<file path="src/design/pva_pkg.sv">
`default_nettype none

package pva_pkg;

    localparam int OP_W          = 3;
    localparam int NOTE_W        = 7;
    localparam int VEL_W         = 7;
    localparam int PATCH_W       = 4;
    localparam int MASK_W        = 16;
    localparam int ENDED_W       = 4;
    localparam int VOICE_IDX_W   = 4;
    localparam int AGE_W         = 32;
    localparam int MAX_RESULTS   = 16;
    localparam int CNT_W         = $clog2(MAX_RESULTS + 1);

    localparam logic [OP_W-1:0] OP_NOTE_ON     = 3'd0;
    localparam logic [OP_W-1:0] OP_NOTE_OFF    = 3'd1;
    localparam logic [OP_W-1:0] OP_PEDAL       = 3'd2;
    localparam logic [OP_W-1:0] OP_ALL_OFF     = 3'd3;
    localparam logic [OP_W-1:0] OP_VOICE_ENDED = 3'd4;

    localparam logic CMD_START   = 1'b0;
    localparam logic CMD_RELEASE = 1'b1;

    typedef enum logic [2:0] {
        SK_NONE,
        SK_NOTE_ON,
        SK_RELEASE,
        SK_PEDAL_UP,
        SK_ALL_OFF
    } scan_kind_t;

    typedef struct packed {
        logic load;
        logic prime;
        logic step;
        logic place;
        logic flush;
    } pva_cmd_t;

    typedef struct packed {
        logic needs_scan;
        logic note_on;
        logic scan_last;
        logic step_ready;
        logic flush_ready;
    } pva_stat_t;

endpackage

`default_nettype wire

</file>
<file path="src/design/pva_ram.sv">
`default_nettype none

module pva_ram #(
    parameter int WIDTH = 8,
    parameter int DEPTH = 16
) (
    input  wire logic                     clk,
    input  wire logic                     wr_en,
    input  wire logic [$clog2(DEPTH)-1:0] wr_addr,
    input  wire logic [WIDTH-1:0]         wr_data,
    input  wire logic                     rd_en,
    input  wire logic [$clog2(DEPTH)-1:0] rd_addr,
    output logic      [WIDTH-1:0]         rd_data
);

    logic [WIDTH-1:0] mem_reg [DEPTH];

    always_ff @(posedge clk)
    begin
        if (wr_en)
        begin
            mem_reg[wr_addr] <= wr_data;
        end
        if (rd_en)
        begin
            rd_data <= mem_reg[rd_addr];
        end
    end

endmodule

`default_nettype wire

</file>
<file path="src/design/pva_ctrl.sv">
`default_nettype none

module pva_ctrl (
    input  wire logic               clk,
    input  wire logic               rst_n,
    input  wire logic               in_valid,
    output logic                    in_stall,
    input  wire pva_pkg::pva_stat_t stat,
    output pva_pkg::pva_cmd_t       cmd
);

    import pva_pkg::*;

    typedef enum logic [2:0] {
        ST_IDLE,
        ST_PRIME,
        ST_SCAN,
        ST_PLACE,
        ST_FLUSH
    } state_t;

    state_t state_reg;
    state_t state_next;

    always_comb
    begin
        state_next = state_reg;
        cmd        = '0;
        unique case (state_reg)
            ST_IDLE:
            begin
                if (in_valid)
                begin
                    cmd.load   = 1'b1;
                    state_next = ST_PRIME;
                end
            end
            ST_PRIME:
            begin
                // issue the read of voice 0; requests without a scan end here
                cmd.prime  = 1'b1;
                state_next = stat.needs_scan ? ST_SCAN : ST_IDLE;
            end
            ST_SCAN:
            begin
                if (stat.step_ready)
                begin
                    cmd.step = 1'b1;
                    if (stat.scan_last)
                    begin
                        state_next = stat.note_on ? ST_PLACE : ST_FLUSH;
                    end
                end
            end
            ST_PLACE:
            begin
                cmd.place  = 1'b1;
                state_next = ST_FLUSH;
            end
            ST_FLUSH:
            begin
                if (stat.flush_ready)
                begin
                    cmd.flush  = 1'b1;
                    state_next = ST_IDLE;
                end
            end
            default:
            begin
                state_next = ST_IDLE;
            end
        endcase
    end

    assign in_stall = (state_reg != ST_IDLE);

    always_ff @(posedge clk or negedge rst_n)
    begin
        if (!rst_n)
        begin
            state_reg <= ST_IDLE;
        end
        else
        begin
            state_reg <= state_next;
        end
    end

endmodule

`default_nettype wire

</file>
<file path="src/design/pva_datapath.sv">
`default_nettype none

module pva_datapath #(
    parameter int VOICE_COUNT = 16
) (
    input  wire logic                        clk,
    input  wire logic                        rst_n,
    input  wire pva_pkg::pva_cmd_t           cmd,
    output pva_pkg::pva_stat_t               stat,
    input  wire logic [pva_pkg::OP_W-1:0]    op,
    input  wire logic [pva_pkg::NOTE_W-1:0]  note,
    input  wire logic [pva_pkg::VEL_W-1:0]   velocity,
    input  wire logic [pva_pkg::PATCH_W-1:0] patch_slot,
    input  wire logic                        pedal_on,
    input  wire logic [pva_pkg::MASK_W-1:0]  idle_mask,
    input  wire logic [pva_pkg::ENDED_W-1:0] ended_voice,
    output logic                             out_valid,
    input  wire logic                        out_stall,
    output logic                             cmd_out,
    output logic [pva_pkg::VOICE_IDX_W-1:0]  voice_index,
    output logic [pva_pkg::NOTE_W-1:0]       out_note,
    output logic [pva_pkg::VEL_W-1:0]        out_velocity,
    output logic [pva_pkg::PATCH_W-1:0]      out_patch,
    output logic                             last
);

    import pva_pkg::*;

    localparam int VW = $clog2(VOICE_COUNT);

    // voice state
    logic [VOICE_COUNT-1:0] active_reg, active_next;
    logic [VOICE_COUNT-1:0] sus_reg, sus_next;
    logic                   pedal_reg, pedal_next;
    logic [AGE_W-1:0]       age_clock_reg, age_clock_next;

    // latched request
    scan_kind_t             kind_reg, kind_next;
    logic [NOTE_W-1:0]      nt_reg, nt_next;
    logic [VEL_W-1:0]       vel_reg, vel_next;
    logic [PATCH_W-1:0]     patch_reg, patch_next;
    logic [VOICE_COUNT-1:0] idle_reg, idle_next;

    // scan
    logic [VW-1:0]          idx_reg, idx_next;
    logic                   free_found_reg, free_found_next;
    logic [VW-1:0]          free_idx_reg, free_idx_next;
    logic                   idle_found_reg, idle_found_next;
    logic [VW-1:0]          idle_idx_reg, idle_idx_next;
    logic [VW-1:0]          best_idx_reg, best_idx_next;
    logic [AGE_W-1:0]       best_age_reg, best_age_next;
    logic [CNT_W-1:0]       cnt_reg, cnt_next;

    // pending command, held until the next one shows whether it is the last
    logic                   pend_valid_reg, pend_valid_next;
    logic                   pend_cmd_reg, pend_cmd_next;
    logic [VW-1:0]          pend_voice_reg, pend_voice_next;
    logic [NOTE_W-1:0]      pend_note_reg, pend_note_next;
    logic [VEL_W-1:0]       pend_vel_reg, pend_vel_next;
    logic [PATCH_W-1:0]     pend_patch_reg, pend_patch_next;

    // output stage
    logic                   out_valid_reg, out_valid_next;
    logic                   out_cmd_reg, out_cmd_next;
    logic [VW-1:0]          out_voice_reg, out_voice_next;
    logic [NOTE_W-1:0]      out_note_reg, out_note_next;
    logic [VEL_W-1:0]       out_vel_reg, out_vel_next;
    logic [PATCH_W-1:0]     out_patch_reg, out_patch_next;
    logic                   out_last_reg, out_last_next;

    logic [VOICE_COUNT-1:0] idle_vec;
    logic [NOTE_W-1:0]      note_q;
    logic [AGE_W-1:0]       age_q;
    logic [VW-1:0]          rd_addr;
    logic                   rd_en;
    logic                   wr_en;
    logic [VW-1:0]          chosen;
    logic                   act;
    logic                   sus_cur;
    logic                   match;
    logic                   emit_want;
    logic                   cnt_full;
    logic                   out_free;
    logic                   out_load;
    logic                   out_last;
    logic                   free_after;

    // voices above the mask width never count as idle
    always_comb
    begin
        for (int v = 0; v < VOICE_COUNT; v++)
        begin
            idle_vec[v] = (v < MASK_W) ? idle_mask[v % MASK_W] : 1'b0;
        end
    end

    assign rd_en   = cmd.prime | cmd.step;
    assign rd_addr = cmd.prime ? '0 : VW'(idx_reg + 1'b1);
    assign wr_en   = cmd.place;
    assign chosen  = free_found_reg ? free_idx_reg :
                     idle_found_reg ? idle_idx_reg : best_idx_reg;

    pva_ram #(
        .WIDTH (NOTE_W),
        .DEPTH (VOICE_COUNT)
    ) u_note_ram (
        .clk     (clk),
        .wr_en   (wr_en),
        .wr_addr (chosen),
        .wr_data (nt_reg),
        .rd_en   (rd_en),
        .rd_addr (rd_addr),
        .rd_data (note_q)
    );

    pva_ram #(
        .WIDTH (AGE_W),
        .DEPTH (VOICE_COUNT)
    ) u_age_ram (
        .clk     (clk),
        .wr_en   (wr_en),
        .wr_addr (chosen),
        .wr_data (AGE_W'(age_clock_reg + 1'b1)),
        .rd_en   (rd_en),
        .rd_addr (rd_addr),
        .rd_data (age_q)
    );

    assign act        = active_reg[idx_reg];
    assign sus_cur    = sus_reg[idx_reg];
    assign match      = act && (note_q == nt_reg);
    assign free_after = !act || match;
    assign cnt_full   = (cnt_reg == CNT_W'(MAX_RESULTS));
    assign out_free   = !out_valid_reg || !out_stall;

    always_comb
    begin
        case (kind_reg)
            SK_RELEASE:  emit_want = match && !pedal_reg;
            SK_PEDAL_UP: emit_want = act && sus_cur;
            SK_ALL_OFF:  emit_want = act;
            default:     emit_want = 1'b0;
        endcase
    end

    always_comb
    begin
        stat.needs_scan  = (kind_reg != SK_NONE);
        stat.note_on     = (kind_reg == SK_NOTE_ON);
        stat.scan_last   = (idx_reg == VW'(VOICE_COUNT - 1));
        stat.step_ready  = !emit_want || cnt_full || !pend_valid_reg || out_free;
        stat.flush_ready = !pend_valid_reg || out_free;
    end

    always_comb
    begin
        active_next     = active_reg;
        sus_next        = sus_reg;
        pedal_next      = pedal_reg;
        age_clock_next  = age_clock_reg;
        kind_next       = kind_reg;
        nt_next         = nt_reg;
        vel_next        = vel_reg;
        patch_next      = patch_reg;
        idle_next       = idle_reg;
        idx_next        = idx_reg;
        free_found_next = free_found_reg;
        free_idx_next   = free_idx_reg;
        idle_found_next = idle_found_reg;
        idle_idx_next   = idle_idx_reg;
        best_idx_next   = best_idx_reg;
        best_age_next   = best_age_reg;
        cnt_next        = cnt_reg;
        pend_valid_next = pend_valid_reg;
        pend_cmd_next   = pend_cmd_reg;
        pend_voice_next = pend_voice_reg;
        pend_note_next  = pend_note_reg;
        pend_vel_next   = pend_vel_reg;
        pend_patch_next = pend_patch_reg;
        out_load        = 1'b0;
        out_last        = 1'b0;

        if (cmd.load)
        begin
            nt_next    = note;
            vel_next   = velocity;
            patch_next = patch_slot;
            idle_next  = idle_vec;
            cnt_next   = '0;
            if (op == OP_NOTE_ON && velocity != '0)
            begin
                kind_next = SK_NOTE_ON;
            end
            else if (op == OP_NOTE_ON || op == OP_NOTE_OFF)
            begin
                kind_next = SK_RELEASE;
            end
            else if (op == OP_PEDAL)
            begin
                pedal_next = pedal_on;
                kind_next  = pedal_on ? SK_NONE : SK_PEDAL_UP;
            end
            else if (op == OP_ALL_OFF)
            begin
                pedal_next = 1'b0;
                kind_next  = SK_ALL_OFF;
            end
            else
            begin
                kind_next = SK_NONE;
                if (op == OP_VOICE_ENDED)
                begin
                    for (int v = 0; v < VOICE_COUNT; v++)
                    begin
                        if (32'(ended_voice) == v)
                        begin
                            active_next[v] = 1'b0;
                            sus_next[v]    = 1'b0;
                        end
                    end
                end
            end
        end

        if (cmd.prime)
        begin
            idx_next        = '0;
            free_found_next = 1'b0;
            idle_found_next = 1'b0;
        end

        if (cmd.step)
        begin
            idx_next = VW'(idx_reg + 1'b1);
            case (kind_reg)
                SK_NOTE_ON:
                begin
                    // drop a voice already holding this note, silently
                    if (match)
                    begin
                        active_next[idx_reg] = 1'b0;
                        sus_next[idx_reg]    = 1'b0;
                    end
                    if (free_after && !free_found_reg)
                    begin
                        free_found_next = 1'b1;
                        free_idx_next   = idx_reg;
                    end
                    if (idle_reg[idx_reg] && !idle_found_reg)
                    begin
                        idle_found_next = 1'b1;
                        idle_idx_next   = idx_reg;
                    end
                    if (idx_reg == '0 || age_q < best_age_reg)
                    begin
                        best_idx_next = idx_reg;
                        best_age_next = age_q;
                    end
                end
                SK_RELEASE:
                begin
                    if (match && pedal_reg)
                    begin
                        sus_next[idx_reg] = 1'b1;
                    end
                end
                SK_PEDAL_UP:
                begin
                    if (act && sus_cur)
                    begin
                        sus_next[idx_reg] = 1'b0;
                    end
                end
                default:
                begin
                end
            endcase
            if (emit_want && !cnt_full)
            begin
                // push the held command out before taking the new one
                if (pend_valid_reg)
                begin
                    out_load = 1'b1;
                end
                pend_valid_next = 1'b1;
                pend_cmd_next   = CMD_RELEASE;
                pend_voice_next = idx_reg;
                pend_note_next  = note_q;
                pend_vel_next   = '0;
                pend_patch_next = '0;
                cnt_next        = CNT_W'(cnt_reg + 1'b1);
            end
        end

        if (cmd.place)
        begin
            active_next[chosen] = 1'b1;
            sus_next[chosen]    = 1'b0;
            age_clock_next      = AGE_W'(age_clock_reg + 1'b1);
            pend_valid_next     = 1'b1;
            pend_cmd_next       = CMD_START;
            pend_voice_next     = chosen;
            pend_note_next      = nt_reg;
            pend_vel_next       = vel_reg;
            pend_patch_next     = patch_reg;
            cnt_next            = CNT_W'(cnt_reg + 1'b1);
        end

        if (cmd.flush && pend_valid_reg)
        begin
            out_load        = 1'b1;
            out_last        = 1'b1;
            pend_valid_next = 1'b0;
        end
    end

    always_comb
    begin
        out_valid_next = out_valid_reg && out_stall;
        out_cmd_next   = out_cmd_reg;
        out_voice_next = out_voice_reg;
        out_note_next  = out_note_reg;
        out_vel_next   = out_vel_reg;
        out_patch_next = out_patch_reg;
        out_last_next  = out_last_reg;
        if (out_load)
        begin
            out_valid_next = 1'b1;
            out_cmd_next   = pend_cmd_reg;
            out_voice_next = pend_voice_reg;
            out_note_next  = pend_note_reg;
            out_vel_next   = pend_vel_reg;
            out_patch_next = pend_patch_reg;
            out_last_next  = out_last;
        end
    end

    always_ff @(posedge clk or negedge rst_n)
    begin
        if (!rst_n)
        begin
            active_reg     <= '0;
            sus_reg        <= '0;
            pedal_reg      <= 1'b0;
            age_clock_reg  <= '0;
            kind_reg       <= SK_NONE;
            idx_reg        <= '0;
            free_found_reg <= 1'b0;
            idle_found_reg <= 1'b0;
            cnt_reg        <= '0;
            pend_valid_reg <= 1'b0;
            out_valid_reg  <= 1'b0;
        end
        else
        begin
            active_reg     <= active_next;
            sus_reg        <= sus_next;
            pedal_reg      <= pedal_next;
            age_clock_reg  <= age_clock_next;
            kind_reg       <= kind_next;
            idx_reg        <= idx_next;
            free_found_reg <= free_found_next;
            idle_found_reg <= idle_found_next;
            cnt_reg        <= cnt_next;
            pend_valid_reg <= pend_valid_next;
            out_valid_reg  <= out_valid_next;
        end
    end

    always_ff @(posedge clk)
    begin
        nt_reg         <= nt_next;
        vel_reg        <= vel_next;
        patch_reg      <= patch_next;
        idle_reg       <= idle_next;
        free_idx_reg   <= free_idx_next;
        idle_idx_reg   <= idle_idx_next;
        best_idx_reg   <= best_idx_next;
        best_age_reg   <= best_age_next;
        pend_cmd_reg   <= pend_cmd_next;
        pend_voice_reg <= pend_voice_next;
        pend_note_reg  <= pend_note_next;
        pend_vel_reg   <= pend_vel_next;
        pend_patch_reg <= pend_patch_next;
        out_cmd_reg    <= out_cmd_next;
        out_voice_reg  <= out_voice_next;
        out_note_reg   <= out_note_next;
        out_vel_reg    <= out_vel_next;
        out_patch_reg  <= out_patch_next;
        out_last_reg   <= out_last_next;
    end

    assign out_valid    = out_valid_reg;
    assign cmd_out      = out_cmd_reg;
    assign voice_index  = VOICE_IDX_W'(out_voice_reg);
    assign out_note     = out_note_reg;
    assign out_velocity = out_vel_reg;
    assign out_patch    = out_patch_reg;
    assign last         = out_last_reg;

endmodule

`default_nettype wire

</file>
<file path="src/design/polyphonic_voice_allocator_unit.sv">
`default_nettype none

// Voice allocator: turns note-on, note-off, pedal, all-off and voice-ended
// requests into start and release commands for VOICE_COUNT voices, stealing
// the oldest voice when none is free or idle. One request is handled at a
// time. Pedal-down, voice-ended and unused ops end after the prime step
// without a scan. Note-on, note-off, pedal-up and all-off walk the voice
// table once through the note and age memories, one voice per cycle while
// the result channel does not stall. Results leave through a single output
// register, and the flag last marks the final command of each request; at
// most 16 commands are issued per request.
module polyphonic_voice_allocator_unit #(
    parameter int VOICE_COUNT = 16
) (
    input  wire logic                        clk,
    input  wire logic                        rst_n,
    input  wire logic                        in_valid,
    output logic                             in_stall,
    input  wire logic [pva_pkg::OP_W-1:0]    op,
    input  wire logic [pva_pkg::NOTE_W-1:0]  note,
    input  wire logic [pva_pkg::VEL_W-1:0]   velocity,
    input  wire logic [pva_pkg::PATCH_W-1:0] patch_slot,
    input  wire logic                        pedal_on,
    input  wire logic [pva_pkg::MASK_W-1:0]  idle_mask,
    input  wire logic [pva_pkg::ENDED_W-1:0] ended_voice,
    output logic                             out_valid,
    input  wire logic                        out_stall,
    output logic                             cmd,
    output logic [pva_pkg::VOICE_IDX_W-1:0]  voice_index,
    output logic [pva_pkg::NOTE_W-1:0]       out_note,
    output logic [pva_pkg::VEL_W-1:0]        out_velocity,
    output logic [pva_pkg::PATCH_W-1:0]      out_patch,
    output logic                             last
);

    import pva_pkg::*;

    pva_cmd_t  ctl_cmd;
    pva_stat_t dp_stat;

    pva_ctrl u_ctrl (
        .clk      (clk),
        .rst_n    (rst_n),
        .in_valid (in_valid),
        .in_stall (in_stall),
        .stat     (dp_stat),
        .cmd      (ctl_cmd)
    );

    pva_datapath #(
        .VOICE_COUNT (VOICE_COUNT)
    ) u_datapath (
        .clk          (clk),
        .rst_n        (rst_n),
        .cmd          (ctl_cmd),
        .stat         (dp_stat),
        .op           (op),
        .note         (note),
        .velocity     (velocity),
        .patch_slot   (patch_slot),
        .pedal_on     (pedal_on),
        .idle_mask    (idle_mask),
        .ended_voice  (ended_voice),
        .out_valid    (out_valid),
        .out_stall    (out_stall),
        .cmd_out      (cmd),
        .voice_index  (voice_index),
        .out_note     (out_note),
        .out_velocity (out_velocity),
        .out_patch    (out_patch),
        .last         (last)
    );

endmodule

`default_nettype wire

</file>
<file path="config.mk">
export PLATFORM = sky130hd
export DESIGN_NAME = polyphonic_voice_allocator_unit
export DESIGN_NICKNAME = d
export VERILOG_FILES = /design/src/design/pva_pkg.sv /design/src/design/pva_ram.sv /design/src/design/pva_ctrl.sv /design/src/design/pva_datapath.sv /design/src/design/polyphonic_voice_allocator_unit.sv
export SDC_FILE = /design/constraint.sdc
export NUM_CORES = 1
export LEC_CHECK = 0
export BUFFER_PORTS_ARGS = -buffer_cell sky130_fd_sc_hd__buf_2
export CAP_MARGIN = 20
export CORE_ASPECT_RATIO = 1.2
export CORE_UTILIZATION = 45
export DETAILED_ROUTE_END_ITERATION = 16
export PLACE_DENSITY = 0.69
export SKIP_CTS_REPAIR_TIMING = 1
export SYNTH_ARGS = -nofsm -noshare
export SYNTH_HDL_FRONTEND = slang
export SYNTH_HIERARCHICAL = 1
export SYNTH_SLANG_ARGS = --single-unit
</file>
<file path="constraint.sdc">
create_clock -name clk -period 12.4 [get_ports clk]
set_clock_uncertainty 0.2 [all_clocks]
set_input_delay 2.48 -clock clk [delete_from_list [all_inputs] [get_ports clk]]
set_output_delay 2.48 -clock clk [all_outputs]
set_load 0.005 [all_outputs]
</file>
==> flow_summary_export.csv <==
group,metric,value,unit
synthesis,ys_seq_area_frac,0.731,
synthesis,ys_warn_count,6,
placement,finalWeightedCongestion,0.866,
floorplan,die_w,257,um
drt,routedWlPerCell,23.9,um
timing,fin_crit_sh,0.411,
global_route,grt_max_degree,157,
drt,drc,0,
worst_setup_path,worstPathArrival,5140,ps
timing,rsz0062_at_grt,"false",
cells_and_area,instances_no_fill,3125,
worst_setup_path,critical_path.slowest_cell,"o21a_1",
timing,layout_setup_ws,7310,ps
synthesis,synth_area_per_cell,18.4,sq um
timing,finalCriticalPeriod,5090,ps
cts,cts.sinks,872,
cells_and_area,area_delta_synth_final,12.6,%
cells_and_area,regArea,25800,sq um
cells_and_area,drive_gt1_frac,0.217,
floorplan,die_area,79400,sq um
cells_and_area,largest_reg_flops,512,
synthesis,syn-num-nets,2002,
drt,dr.pass1.iters,7,
drt,viasPerCell,5.78,
timing,setup_viol,0,
worst_setup_path,cp_common_cell,"nor4_4",
timing,hold_viol,0,
floorplan,pin_count,72,
cells_and_area,fillers,6118,
power,p_total,0.00831,W
global_route,grt_first_pass_wirelength,113000,um
worst_setup_path,crit_family,"simple AND/OR/NAND/NOR gates",
power,peakVddDrop,0.260,mV
synthesis,synth_seq_cells,872,
worst_setup_path,crit_type,"register to register",
worst_setup_path,cp_slowest_stage_delay,870,ps
synthesis,synth-edff-count,787,
outcome,status,"finished clean",
placement,place_area,36900,sq um
timing,fmax,196,MHz
placement,dp_hpwl,41700,um
synthesis,yosysUniqueCellTypes,77,
synthesis,netlist_area,35200,sq um
timing,slew_headroom,0.232,
cts,clkLatencyLatePin,630,ps
worst_setup_path,crit_fanout,25,
power,p_per_area,209,nW/um^2
timing,fin_setup_tns,0,ps
cts,numCtsBuffers,81,
cts,h-tree-depth,3,
worst_setup_path,worst-path-buf-inv,3,
timing,slew_violations,0,
global_route,grt_overflow,0,
floorplan,initial_core_util,0.454,
cells_and_area,insertedDiodeCount,0,
drt,wirelength,74800,um
min_path,hold_path.class,"register to register",
power,static-leakage-power,14.3,nW
placement,placedCellCount,2964,
cells_and_area,layout.nets,2121,
cts,cts-root-buf,"clkbuf_16",
cts,clockBufferDepth,3,
worst_setup_path,crit_required,12450,ps
placement,preCtsSetupSlack,6900,ps
worst_setup_path,cp_cell_sequence,"clkinv_1 -> mux2i_1 -> nor3_2 -> nor4_4 -> or4_1 -> nand2_1 -> nor3_1 -> buf_4 -> inv_1 -> nor4_4 -> o21a_1",
global_route,grt_use_total,0.190,
cells_and_area,fin_area,39700,sq um
synthesis,synthFlopType,"edfxtp_1",
drt,vias,18060,
drt,antenna_left,0,
cts,cts_tree,"built",
worst_setup_path,start_kind,"register",
drt,drt_iter0_markers,1564,
run,drv_cap,0,
synthesis,ys_async_sr_fraction,0.0963,
floorplan,rows,112,
synthesis,syn-instance-count,1918,
placement,port-buffer-count,71,
worst_setup_path,end_kind,"register",
floorplan,die_h,309,um
global_route,grt_pass1_vias,18494,
floorplan,fp.coreArea,77600,sq um
timing,tightest_slew,1150,ps
cts,cts.clk_slew.worst_paths,60,ps
global_route,antenna_found_initial,1,
cells_and_area,multi_input_area,9010,sq um
[report_power, final]
group	internal (W)	switching [W]	leakage, nW	total, W
Combinational	0.000841	0.00125	3.84	0.00209
Clock	0.00143	0.00106	1.30	0.00249
Sequential	0.00356	0.000163	9.11	0.00373
[cells by family after synthesis]
kind of cell,synth area share
flops,0.731
buf+inv,0.0186
mux,0.119
simple gates,0.0592
xor+xnor,0.0179
fa+ha+maj,0.0135
compound gates,0.0415
[path summary, 6_finish.rpt]
| path | start | to | slack, ps | cells past startpoint |
|---|---|---|---|---|
| worst max-delay path | u_datapath/idx_reg[1] | u_datapath/out_velocity[5] | 7310 | 11 |
| worst min-delay path | u_datapath/pend_note_reg[5] | u_datapath/out_note[5] | 210 | 0 |
| worst max register to register | u_datapath/idx_reg[1] | u_datapath/out_velocity[5] | 7310 | 11 |
| worst min register to register | u_datapath/pend_note_reg[5] | u_datapath/out_note[5] | 210 | 0 |
| max in group asynchronous | rst_n | u_datapath/age_clock_reg[5] | 9200 | 2 |
| min in group asynchronous | rst_n | u_datapath/active_reg[2] | 1510 | 1 |
[worst reg2reg max path: cells and delay by family (launching register included)]
family	cells	cell delay, ps
muxes	1	410
DFF	1	830
buffers and inverters	3	910
AOI/OAI and AO/OA	1	870
and+or+nand+nor	6	1470
[per-layer routing]
metal | vias up | wire length (um) | global-route usage
li1 | 7897 | - | -
met1 | 9504 | 29600 | 0.244
met2 | 542 | 39300 | 0.337
met3 | 117 | 4180 | 0.0256
met4 | 0 | 1630 | 0.0564
met5 | - | 0 | 0
[synth_stat cells (4+ instances only)]
cell type | instances | share of area
o21ai_0 | 15 | 0.0021
a32o_1 | 8 | 0.0023
inv_1 | 48 | 0.0051
nand2_1 | 144 | 0.015
buf_1 | 13 | 0.0014
a22oi_1 | 88 | 0.019
nand2b_1 | 15 | 0.0027
mux2_2 | 11 | 0.0035
mux4_1 | 19 | 0.014
o21a_1 | 5 | 0.0011
nor3_1 | 20 | 0.0028
or3_1 | 4 | 0.00071
edfxtp_1 | 787 | 0.67
o211ai_1 | 15 | 0.0032
nand3b_1 | 7 | 0.0015
nor3b_1 | 4 | 0.00085
ha_1 | 38 | 0.013
and2_1 | 25 | 0.0044
nor2_1 | 62 | 0.0066
xor2_1 | 22 | 0.0055
and3_1 | 19 | 0.0034
a21o_1 | 13 | 0.0028
mux2i_1 | 12 | 0.0034
clkbuf_1 | 40 | 0.0043
buf_2 | 16 | 0.0023
nand3_1 | 35 | 0.0050
a221oi_1 | 7 | 0.0017
buf_4 | 13 | 0.0028
xnor2_1 | 50 | 0.012
dfrtp_1 | 84 | 0.060
mux4_2 | 152 | 0.097
nor2b_1 | 17 | 0.0030
a211oi_1 | 4 | 0.00085
a21oi_1 | 15 | 0.0021
buf_6 | 5 | 0.0016
o22ai_1 | 4 | 0.00071
nand4_1 | 23 | 0.0041
[cell usage in the layout (no fill, tap or decap), drive strengths merged, types with 5 or more instances in the layout]
cell | synthesis | routed
nand2 | 144 | 144
ha | 38 | 38
clkinv | 1 | 33
a32o | 8 | 8
and3 | 20 | 20
nand3 | 36 | 36
nor2 | 67 | 67
mux2 | 12 | 12
mux4 | 171 | 171
bufinv | 0 | 9
nand3b | 7 | 7
a21o | 13 | 13
buf | 49 | 125
mux2i | 12 | 12
nor3 | 23 | 23
a221oi | 7 | 7
nor2b | 17 | 17
a22oi | 88 | 88
dfrtp | 84 | 84
o21a | 5 | 5
and2 | 25 | 25
a211oi | 5 | 5
xnor2 | 50 | 50
o211ai | 16 | 16
clkbuf | 40 | 97
xor2 | 22 | 22
edfxtp | 787 | 787
o21ai | 18 | 18
inv | 49 | 54
nand4 | 25 | 25
a21oi | 15 | 15
nand2b | 15 | 15
[area by class of cell]
cell class	instances	share of cell area
inverter	50	0.00473
sequential	872	0.649
clock inverter	48	0.0130
tap	1026	0.0323
timing repair buffer	125	0.0197
clock buffer	97	0.0542
multi-input combinational	907	0.227
[stage by stage]
step	hold WS, ps	util
floorplan	200	-
global placement	202	0.475
detailed placement	205	0.475
CTS	210	0.510
global route	227	0.511
finish	211	0.511
Power figures use the tool's default switching activity.
